==> config.mk <==
export PLATFORM = sky130hd
export DESIGN_NAME = bq_history
export DESIGN_NICKNAME = d
export VERILOG_FILES = /design/src/sv/bq_history.sv
export SDC_FILE = /design/constraint.sdc
export NUM_CORES = 1
export LEC_CHECK = 0
export BUFFER_PORTS_ARGS = -buffer_cell sky130_fd_sc_hd__buf_4
export CORE_MARGIN = 4
export CORE_UTILIZATION = 56
export CTS_CLUSTER_DIAMETER = 120
export DETAILED_ROUTE_END_ITERATION = 8
export PLACE_DENSITY_LB_ADDON = 0.1
export SETUP_SLACK_MARGIN = 0.05
export SLEW_MARGIN = 20
export SYNTH_ARGS = -nofsm -noshare
export SYNTH_HDL_FRONTEND = slang
export SYNTH_SLANG_ARGS = --single-unit
==> constraint.sdc <==
create_clock -name clk -period 3.95 [get_ports clk]
set_input_delay 0.395 -clock clk [delete_from_list [all_inputs] [get_ports clk]]
set_output_delay 0.395 -clock clk [all_outputs]
set_load 0.03 [all_outputs]
==> src/sv/bq_history.sv <==
// ----------------------------------------------------------------------------
// bq_history
// Per-channel delay lines: two past inputs and two past outputs for each
// channel. Read at the current channel, shifted on a write.
// ----------------------------------------------------------------------------
`timescale 1ns / 1ps

module bq_history #(
  parameter  int CHANNELS    = 2,
  parameter  int SAMPLE_BITS = 24,
  localparam int IDX_W       = (CHANNELS > 1) ? $clog2(CHANNELS) : 1
) (
  input  logic                          clk,
  input  logic                          rst,
  input  logic [IDX_W-1:0]              idx,
  input  logic                          wr_en,
  input  logic signed [SAMPLE_BITS-1:0] x_new,
  input  logic signed [SAMPLE_BITS-1:0] y_new,
  output logic signed [SAMPLE_BITS-1:0] rd_x1,
  output logic signed [SAMPLE_BITS-1:0] rd_x2,
  output logic signed [SAMPLE_BITS-1:0] rd_y1,
  output logic signed [SAMPLE_BITS-1:0] rd_y2
);

  logic signed [SAMPLE_BITS-1:0] x1_q [CHANNELS];
  logic signed [SAMPLE_BITS-1:0] x2_q [CHANNELS];
  logic signed [SAMPLE_BITS-1:0] y1_q [CHANNELS];
  logic signed [SAMPLE_BITS-1:0] y2_q [CHANNELS];

  // Read of the addressed channel
  assign rd_x1 = x1_q[idx];
  assign rd_x2 = x2_q[idx];
  assign rd_y1 = y1_q[idx];
  assign rd_y2 = y2_q[idx];

  // Shift the addressed channel's history
  always_ff @(posedge clk) begin
    if (rst) begin
      for (int i = 0; i < CHANNELS; i++) begin
        x1_q[i] <= '0;
        x2_q[i] <= '0;
        y1_q[i] <= '0;
        y2_q[i] <= '0;
      end
    end else if (wr_en) begin
      x2_q[idx] <= x1_q[idx];
      x1_q[idx] <= x_new;
      y2_q[idx] <= y1_q[idx];
      y1_q[idx] <= y_new;
    end
  end

`ifndef SYNTHESIS
  // A write shifts the addressed channel: new output lands in y1, old x1 in x2
  a_hist_shift: assert property (@(posedge clk) disable iff (rst)
    wr_en |=> (y1_q[$past(idx)] == $past(y_new)) && (x2_q[$past(idx)] == $past(rd_x1)))
    else $error("history shift mismatch");
`endif

endmodule

==> flow_summary.yaml <==
run_status:
  run_status: "finished clean"
global_routing:
  gr-total-overflow: 0
  grt_pass1_wl_um: 24700
  grt_max_degree: 101
  track_usage: 0.195
  grt_pass1_vias: 5057
  antenna_found_initial: 0
setup_path:
  critPathRequiredTime_ns: 3.56
  r2r_start: "y1_q[1][18]$_SDFFCE_PN0P_"
  critPathSlowestCell: "buf_4"
  worstPathArrival_ns: 2.33
  path_cells: "buf_4 -> buf_4 -> mux2_2 -> buf_4"
  critPathLaunch: "idx"
  endpoint: "rd_y2[3]"
  cp_slowest_stage_delay_ns: 0.75
  cp.depth: 4
  crit_fanout: 100
  r2r_end: "y2_q[1][18]$_SDFFCE_PN0P_"
  cp-start-kind: "input port"
  critical_path_class: "input port to output port"
  end_kind: "output port"
  crit_buf_inv: 3
  path_common_cell: "buf_4"
  cpLargestDelayFamily: "buffers and inverters"
  reg2reg_depth: 2
  ff2ff_setup_slack_ns: 3.13
logic_synthesis:
  ys_types: 11
  syn-num-nets: 726
  ys_seq_elements: 192
  ys_seq_area_frac: 0.706
  yosysWarningCount: 0
  synth.cell_area_um2: 8170
  netlist_instances: 674
  avgSynthCellArea_um2: 12.1
sta:
  skew_ns: 0.00578
  fmax_ghz: 0.367
  tns_ns: 0
  finalMaxSlewViolations: 0
  layout_setup_ws_ns: 1.23
  relSlewSlack: 0.309
  rsz0062_at_grt: "no"
  hold_viol_final: 0
  worst_pin_slew_ns: 1.04
  min_period_ns: 2.72
  setup_viol: 0
  finalCritPeriodShare: 0.689
  hold_ws_ns: 0.289
clock_tree:
  post_cts_resized: 0
  clk_path_buf_depth: 2
  post_cts_hold_buffer_count: 0
  cts_tree: "yes"
  clkTransAtPathRegs_ns: 0.07
  cts-htree-levels: 4
  cts-root-buf: "clkbuf_16"
  cts_sinks: 192
  insertion_delay_ns: 0.42
  postCtsSetupBuffers: 0
  cts_buffers: 17
finish:
  area_delta_synth_final_pct: 21.8
  nets: 853
  n_antenna_cell: 0
  layout_common_cells: "192 x nor2_1, 192 x edfxtp_1, 150 x buf_4"
  drive_above_1_share: 0.292
floorplanning:
  rows: 43
  fp.dieArea_um2: 16600
  die_w_um: 129
  dieHeight_um: 129
  io_pins: 148
  core-area_um2: 14100
  initial_core_util: 0.580
routing:
  met2_length_um: 8340
  wl_per_cell_um: 16.3
  postRouteAntennaNets: 0
  routed_via_density: 5.16
  vias: 5130
  first_pass_iters: 5
  drt_first_iter_violations: 342
  wirelength_um: 16200
  top_layer: "met4"
  remaining_drc_errors: 0
  route.met3.wl_um: 1160
  wl_met1_um: 6550
power:
  power.density_nw_per_um2: 488
  leakagePower_nw: 4.14
  peakVddDrop_mv: 0.330
hold_path:
  hp-class: "input port to flop"
placement:
  gp_congestion: 0.756
  dp_slack_ns: 1.23
  hpwl_um: 9470
  io_buffer_count: 147
run:
  drv_cap: 0
flip-flops by register name, indices dropped and copies added (netlist names):
register and count:
x2_q 48, y1_q 48, y2_q 48, x1_q 48
final cells by class:
| type | count | area (um^2) |
|---|---|---|
| inverters | 1 | 3.75 |
| multi-input cells | 437 | 2170 |
| fillers | 995 | 4140 |
| well taps | 180 | 225 |
| repair buffers | 152 | 1170 |
| flip-flops and latches | 192 | 5770 |
| clock buffers | 17 | 425 |
| clock inverters | 15 | 193 |
Yosys cell counts:
| cell type | number | area share |
|---|---|---|
| nand2b_1 | 48 | 0.037 |
| inv_1 | 1 | 0.00046 |
| clkbuf_1 | 11 | 0.0051 |
| buf_6 | 8 | 0.011 |
| a21o_1 | 2 | 0.0018 |
| nand2_1 | 144 | 0.066 |
| or2_1 | 1 | 0.00077 |
| mux2_2 | 50 | 0.069 |
| edfxtp_1 | 192 | 0.71 |
| buf_2 | 25 | 0.015 |
| nor2_1 | 192 | 0.088 |
layer usage:
| layer | vias to the layer above | GRT usage |
|---|---|---|
| li1 | 2505 | - |
| met1 | 2463 | 0.245 |
| met2 | 152 | 0.330 |
| met3 | 10 | 0.0556 |
| met4 | 0 | 0.0642 |
| met5 | - | 0 |
power by group:
part	internal (mW)	switching, mW	total [mW]
combinational	0.229	0.423	0.652
clock	1.06	0.723	1.78
sequential	2.39	0.0352	2.43
total	3.68	1.18	4.86
worst min path at each step:
stage	end	depth (start not counted)	slack [ns]	from
global route	x1_q[0][8]$_SDFFCE_PN0P_	3	0.28	x_new[8]
global placement	y2_q[0][23]$_SDFFCE_PN0P_	2	0.55	y1_q[0][23]$_SDFFCE_PN0P_
finish	y1_q[0][17]$_SDFFCE_PN0P_	3	0.29	y_new[17]
detailed placement	x2_q[1][23]$_SDFFCE_PN0P_	2	0.56	x1_q[1][23]$_SDFFCE_PN0P_
CTS	y1_q[0][23]$_SDFFCE_PN0P_	3	0.27	y_new[23]
floorplan	x2_q[1][23]$_SDFFCE_PN0P_	2	0.54	x1_q[1][23]$_SDFFCE_PN0P_
per-stage QoR:
step | total power, mW | instance area, um^2 | instances | util
2_1_floorplan | 2.89 | 8170 | 674 | -
3_3_place_gp | 3.11 | 9310 | 961 | 0.661
3_5_place_dp | 3.13 | 9330 | 962 | 0.662
4_1_cts | 4.89 | 9950 | 994 | 0.706
5_1_grt | 5.01 | 9950 | 994 | 0.706
6_report | 4.86 | 9950 | 994 | 0.706
worst register-to-register path, cell delays in order (launching register included):
cell and delay (ns):
edfxtp_1 0.38, nand2_1 0.10, nor2_1 0.07
logic make-up after synthesis:
family	count (synthesis)	synth area share
AND/OR/NAND/NOR	385	0.192
AO/OA/AOI/OAI	2	0.00184
flip-flops	192	0.706
buffers and inverters	45	0.0318
multiplexers	50	0.0689
Note: power is estimated with default switching activity, not from simulation.
