### src/sv/bq_pkg.sv
// ----------------------------------------------------------------------------
// bq_pkg
// Shared types and constants for the biquad low-pass filter: coefficient
// format, register indexes and the coefficient set bundle.
// ----------------------------------------------------------------------------
`timescale 1ns / 1ps

package bq_pkg;

  // Coefficient format: signed Q2.22
  localparam int COEF_W    = 24;
  localparam int COEF_FRAC = 22;

  // Configuration register index width (covers indexes past the last register)
  localparam int CFG_IDX_W = 3;

  // Register indexes
  typedef enum logic [CFG_IDX_W-1:0] {
    REG_A0 = 3'd0,
    REG_A1 = 3'd1,
    REG_A2 = 3'd2,
    REG_B1 = 3'd3,
    REG_B2 = 3'd4
  } coef_idx_t;

  // Full coefficient set as seen by the datapath
  typedef struct packed {
    logic signed [COEF_W-1:0] a0;
    logic signed [COEF_W-1:0] a1;
    logic signed [COEF_W-1:0] a2;
    logic signed [COEF_W-1:0] b1;
    logic signed [COEF_W-1:0] b2;
  } coef_set_t;

endpackage

### src/sv/bq_ifs.sv


// Coefficient register write channel
interface bq_cfg_if;
  import bq_pkg::*;
  logic                 valid;
  logic                 ready;
  logic [CFG_IDX_W-1:0] index;
  logic [COEF_W-1:0]    data;

  modport source (output valid, index, data, input ready);
  modport sink   (input valid, index, data, output ready);
endinterface

### src/sv/bq_coef_regs.sv
// ----------------------------------------------------------------------------
// bq_coef_regs
// Coefficient register file. Writes to indexes past the last register are
// dropped; the port is always ready.
// ----------------------------------------------------------------------------
`timescale 1ns / 1ps

module bq_coef_regs
  import bq_pkg::*;
(
  input  logic        clk,
  input  logic        rst,
  bq_cfg_if.sink      cfg,
  output coef_set_t   coefs
);

  coef_set_t coefs_q;

  assign cfg.ready = 1'b1;
  assign coefs     = coefs_q;

  // Register write decode
  always_ff @(posedge clk) begin
    if (rst) begin
      coefs_q <= '0;
    end else if (cfg.valid) begin
      case (cfg.index)
        REG_A0: coefs_q.a0 <= cfg.data;
        REG_A1: coefs_q.a1 <= cfg.data;
        REG_A2: coefs_q.a2 <= cfg.data;
        REG_B1: coefs_q.b1 <= cfg.data;
        REG_B2: coefs_q.b2 <= cfg.data;
        default: ;
      endcase
    end
  end

endmodule

### src/flat_wrapper.sv
// flat-port wrapper written by rule: the top's interface ports become plain ports
module bq_coef_regs_flat import bq_pkg::*;
  (clk, rst, coefs, cfg_valid, cfg_index, cfg_data, cfg_ready);
  bq_cfg_if cfg_i ();
  input  logic clk;
  input  logic rst;
  output coef_set_t coefs;
  input wire logic [$bits(cfg_i.valid)-1:0] cfg_valid;
  input wire logic [$bits(cfg_i.index)-1:0] cfg_index;
  input wire logic [$bits(cfg_i.data)-1:0] cfg_data;
  output wire logic [$bits(cfg_i.ready)-1:0] cfg_ready;
  assign cfg_i.valid = cfg_valid;
  assign cfg_i.index = cfg_index;
  assign cfg_i.data = cfg_data;
  assign cfg_ready = cfg_i.ready;
  bq_coef_regs u_core (.clk(clk), .rst(rst), .cfg(cfg_i), .coefs(coefs));
endmodule
### config.mk
export PLATFORM = sky130hd
export DESIGN_NAME = bq_coef_regs_flat
export DESIGN_NICKNAME = d
export VERILOG_FILES = /design/src/sv/bq_pkg.sv /design/src/sv/bq_ifs.sv /design/src/sv/bq_coef_regs.sv /design/src/flat_wrapper.sv
export SDC_FILE = /design/constraint.sdc
export NUM_CORES = 1
export LEC_CHECK = 0
export BUFFER_PORTS_ARGS = -buffer_cell sky130_fd_sc_hd__buf_2
export CAP_MARGIN = 25
export CORE_ASPECT_RATIO = 0.8
export CORE_MARGIN = 1
export CORE_UTILIZATION = 46
export DETAILED_ROUTE_END_ITERATION = 10
export PLACE_DENSITY = 0.76
export SYNTH_ARGS = -nofsm -noshare
export SYNTH_HDL_FRONTEND = slang
export SYNTH_SLANG_ARGS = --single-unit
export TNS_END_PERCENT = 5
### constraint.sdc
create_clock -name clk -period 1 [get_ports clk]
set_input_delay 0.15 -clock clk [delete_from_list [all_inputs] [get_ports clk]]
set_output_delay 0.15 -clock clk [all_outputs]
set_load 0.03 [all_outputs]
==> flow_summary.json <==
{
  "wire_per_inst_um": 17.0,
  "final_layout_size_suffix_gt1_share_pct": 55.4,
  "ir_drop_uv": 1010,
  "vias": 3586,
  "final_cell_count_no_fill": 734,
  "finalInstanceArea_um2": 7340,
  "num-fill-cells": 675,
  "drcViolationCount": 0,
  "fp.dieW_um": 116,
  "cp_max_fo": 2,
  "synth_area_leaders": "dfxtp_1 (50%), mux2i_1 (25%), nand2b_1 (19%)",
  "cts_made_buffers": 17,
  "hold_violations": 0,
  "cts.sinks": 120,
  "maxCapViolations": 0,
  "die_area_um2": 10800,
  "fmax_mhz": 957,
  "tns_ns": -2.40,
  "nets": 615,
  "drtIter0Drc": 131,
  "die_y_um": 93.0,
  "violations": "negative setup slack",
  "path_clk_slew_ns": 0.06,
  "path_cells": "buf_6",
  "grt-busiest-layer": "met2",
  "syn_inst": 423,
  "largest_reg_flops": 120,
  "clk_latency_ns": 0.40,
  "period_share_pct": 105,
  "maxSlewViolCount": 0,
  "leakage_nw": 3.56,
  "dp.cells": 696,
  "met3_usage_pct": 6.87,
  "diodes": 0,
  "grt_pass1_wl_mm": 20.1,
  "cp_top_family": "flip-flops",
  "cts_buffer_depth": 2,
  "cts_tree": "done",
  "cp.arrival_ns": 0.90,
  "synth_ff_type": "dfxtp_1",
  "gp_congestion": 0.756,
  "synth_warnings": 0,
  "grt_overflow": 0,
  "yosysSeqAreaShare_pct": 50.4,
  "rows": 32,
  "grt_usage_pct": 24.6,
  "required_ns": 0.85,
  "port_buffers": 149,
  "cp_slowest_cell": "dfxtp_2",
  "setup_violations": 120,
  "crit_buf_inv": 1,
  "design.core.area_um2": 9850,
  "fin_skew_ns": 0,
  "layout_setup_ws_ns": -0.0452,
  "synth_top_cell_area_share_pct": 50.4,
  "ant_nets": 0,
  "synth_enable_flop_cells": 0,
  "status": "finished with violations",
  "path_class": "register to output pin",
  "ioPinCount": 151,
  "finalCriticalPeriod_ns": 1.05,
  "area_delta_synth_final_pct": 54.0,
  "critPathCaptureType": "output pin",
  "power_density_nw_per_um2": 1660,
  "first_pass_iters": 4,
  "grt_antenna_before_repair": 0,
  "cpPeakStageDelay_ns": 0.35,
  "ys_seq_elements": 120,
  "syn_nets": 453,
  "yosysMostFrequentCell": "nand2b_1",
  "vias_per_cell": 4.89,
  "async_reset_ff_share_pct": 0,
  "hold_class": "input port to register",
  "dpl.hpwl_mm": 7.81,
  "place_area_um2": 5790,
  "synth_top_area_cell": "dfxtp_1",
  "ys_types": 13,
  "routed_wl_mm": 12.5,
  "syn-cell-area_um2": 4760,
  "synth_common_cells": "nand2b_1 (144), dfxtp_1 (120), mux2i_1 (120), clkbuf_1 (15), buf_4 (8)",
  "rsz0062_at_grt": "true",
  "initial_utilization_pct": 48.4,
  "syn_area_per_cell_um2": 11.3,
  "h-tree-depth": 4,
  "start_kind": "register",
  "met2_usage_pct": 42.1,
  "hold_buffers": 0,
  "post-place-ws_ns": -0.283,
  "root_buffer": "clkbuf_16",
  "grt_pass1_vias": 3882,
  "grt_max_degree": 46,
  "use_met1_pct": 28.8,
  "post-route-util_pct": 74.5
}
[layout by cell type (no fill, tap or decap), drive strengths merged]
cell      netlist  routed
buf            16     174
nand2b        144     144
mux2i         120     120
dfxtp         120     120
clkbuf         15      17
clkinv          0       7
inv             0       5
nand4bb         3       3
bufinv          0       2
nor4b           1       1
nor4bb          1       1
nand4b          1       1
or4b            1       1
conb            1       1
clkinvlp        0       1
[final timing paths]
| check | startpoint | end | slack, ns | cells past startpoint |
|---|---|---|---|---|
| setup / recovery | u_core.coefs[40] | coefs[40] | -0.05 | 1 |
| setup reg to reg | u_core.coefs[52] | u_core.coefs[52] | 0.28 | 3 |
| hold / removal | cfg_data[0] | u_core.coefs[72] | 0.12 | 3 |
| hold reg to reg | u_core.coefs[101] | u_core.coefs[101] | 0.48 | 2 |
[logic make-up (layout without fill, tap and decap cells)]
| group | Yosys count | after routing | synth area share (%) |
|---|---|---|---|
| flip-flops | 120 | 120 | 50.4 |
| AND/OR/NAND/NOR | 151 | 151 | 20.7 |
| buffers and inverters | 31 | 206 | 3.55 |
| other | 1 | 1 | 0.0787 |
| multiplexers | 120 | 120 | 25.2 |
[metrics by stage]
| step | hold WS, ns | total power, W |
|---|---|---|
| finish | 0.116 | 0.0122 |
| global route | 0.138 | 0.0126 |
| CTS | 0.112 | 0.0122 |
| detailed placement | 0.462 | 0.00599 |
| global placement | 0.456 | 0.00597 |
| floorplan | 0.354 | 0.00565 |
[per-layer routing]
metal / part of all wire (%) / up-vias
li1: - / 1718
met1: 41 / 1740
met2: 51 / 102
met3: 5.3 / 26
met4: 2.5 / 0
met5: 0 / -
[cell type report]
type	count	area (um^2)	area share (%)
sequential	120	2550	34.8
clock buffer	17	425	5.80
timing repair buffer	174	1800	24.5
multi-input combinational	272	2220	30.3
tap	136	170	2.32
clock inverter	15	170	2.32
[power by group]
group	switching (W)	internal [W]	leakage, nW
logic	0.000566	0.000516	2.24
registers	0.0000822	0.00491	1.03
clock network	0.00238	0.00373	0.292
total	0.00303	0.00916	3.56
[timing repair]
item,in CTS,in global routing
setup buffers,3,3
endpoints found under the setup margin,120,120
resized for setup,360,0
No activity file was read; power rests on OpenSTA's default activity.
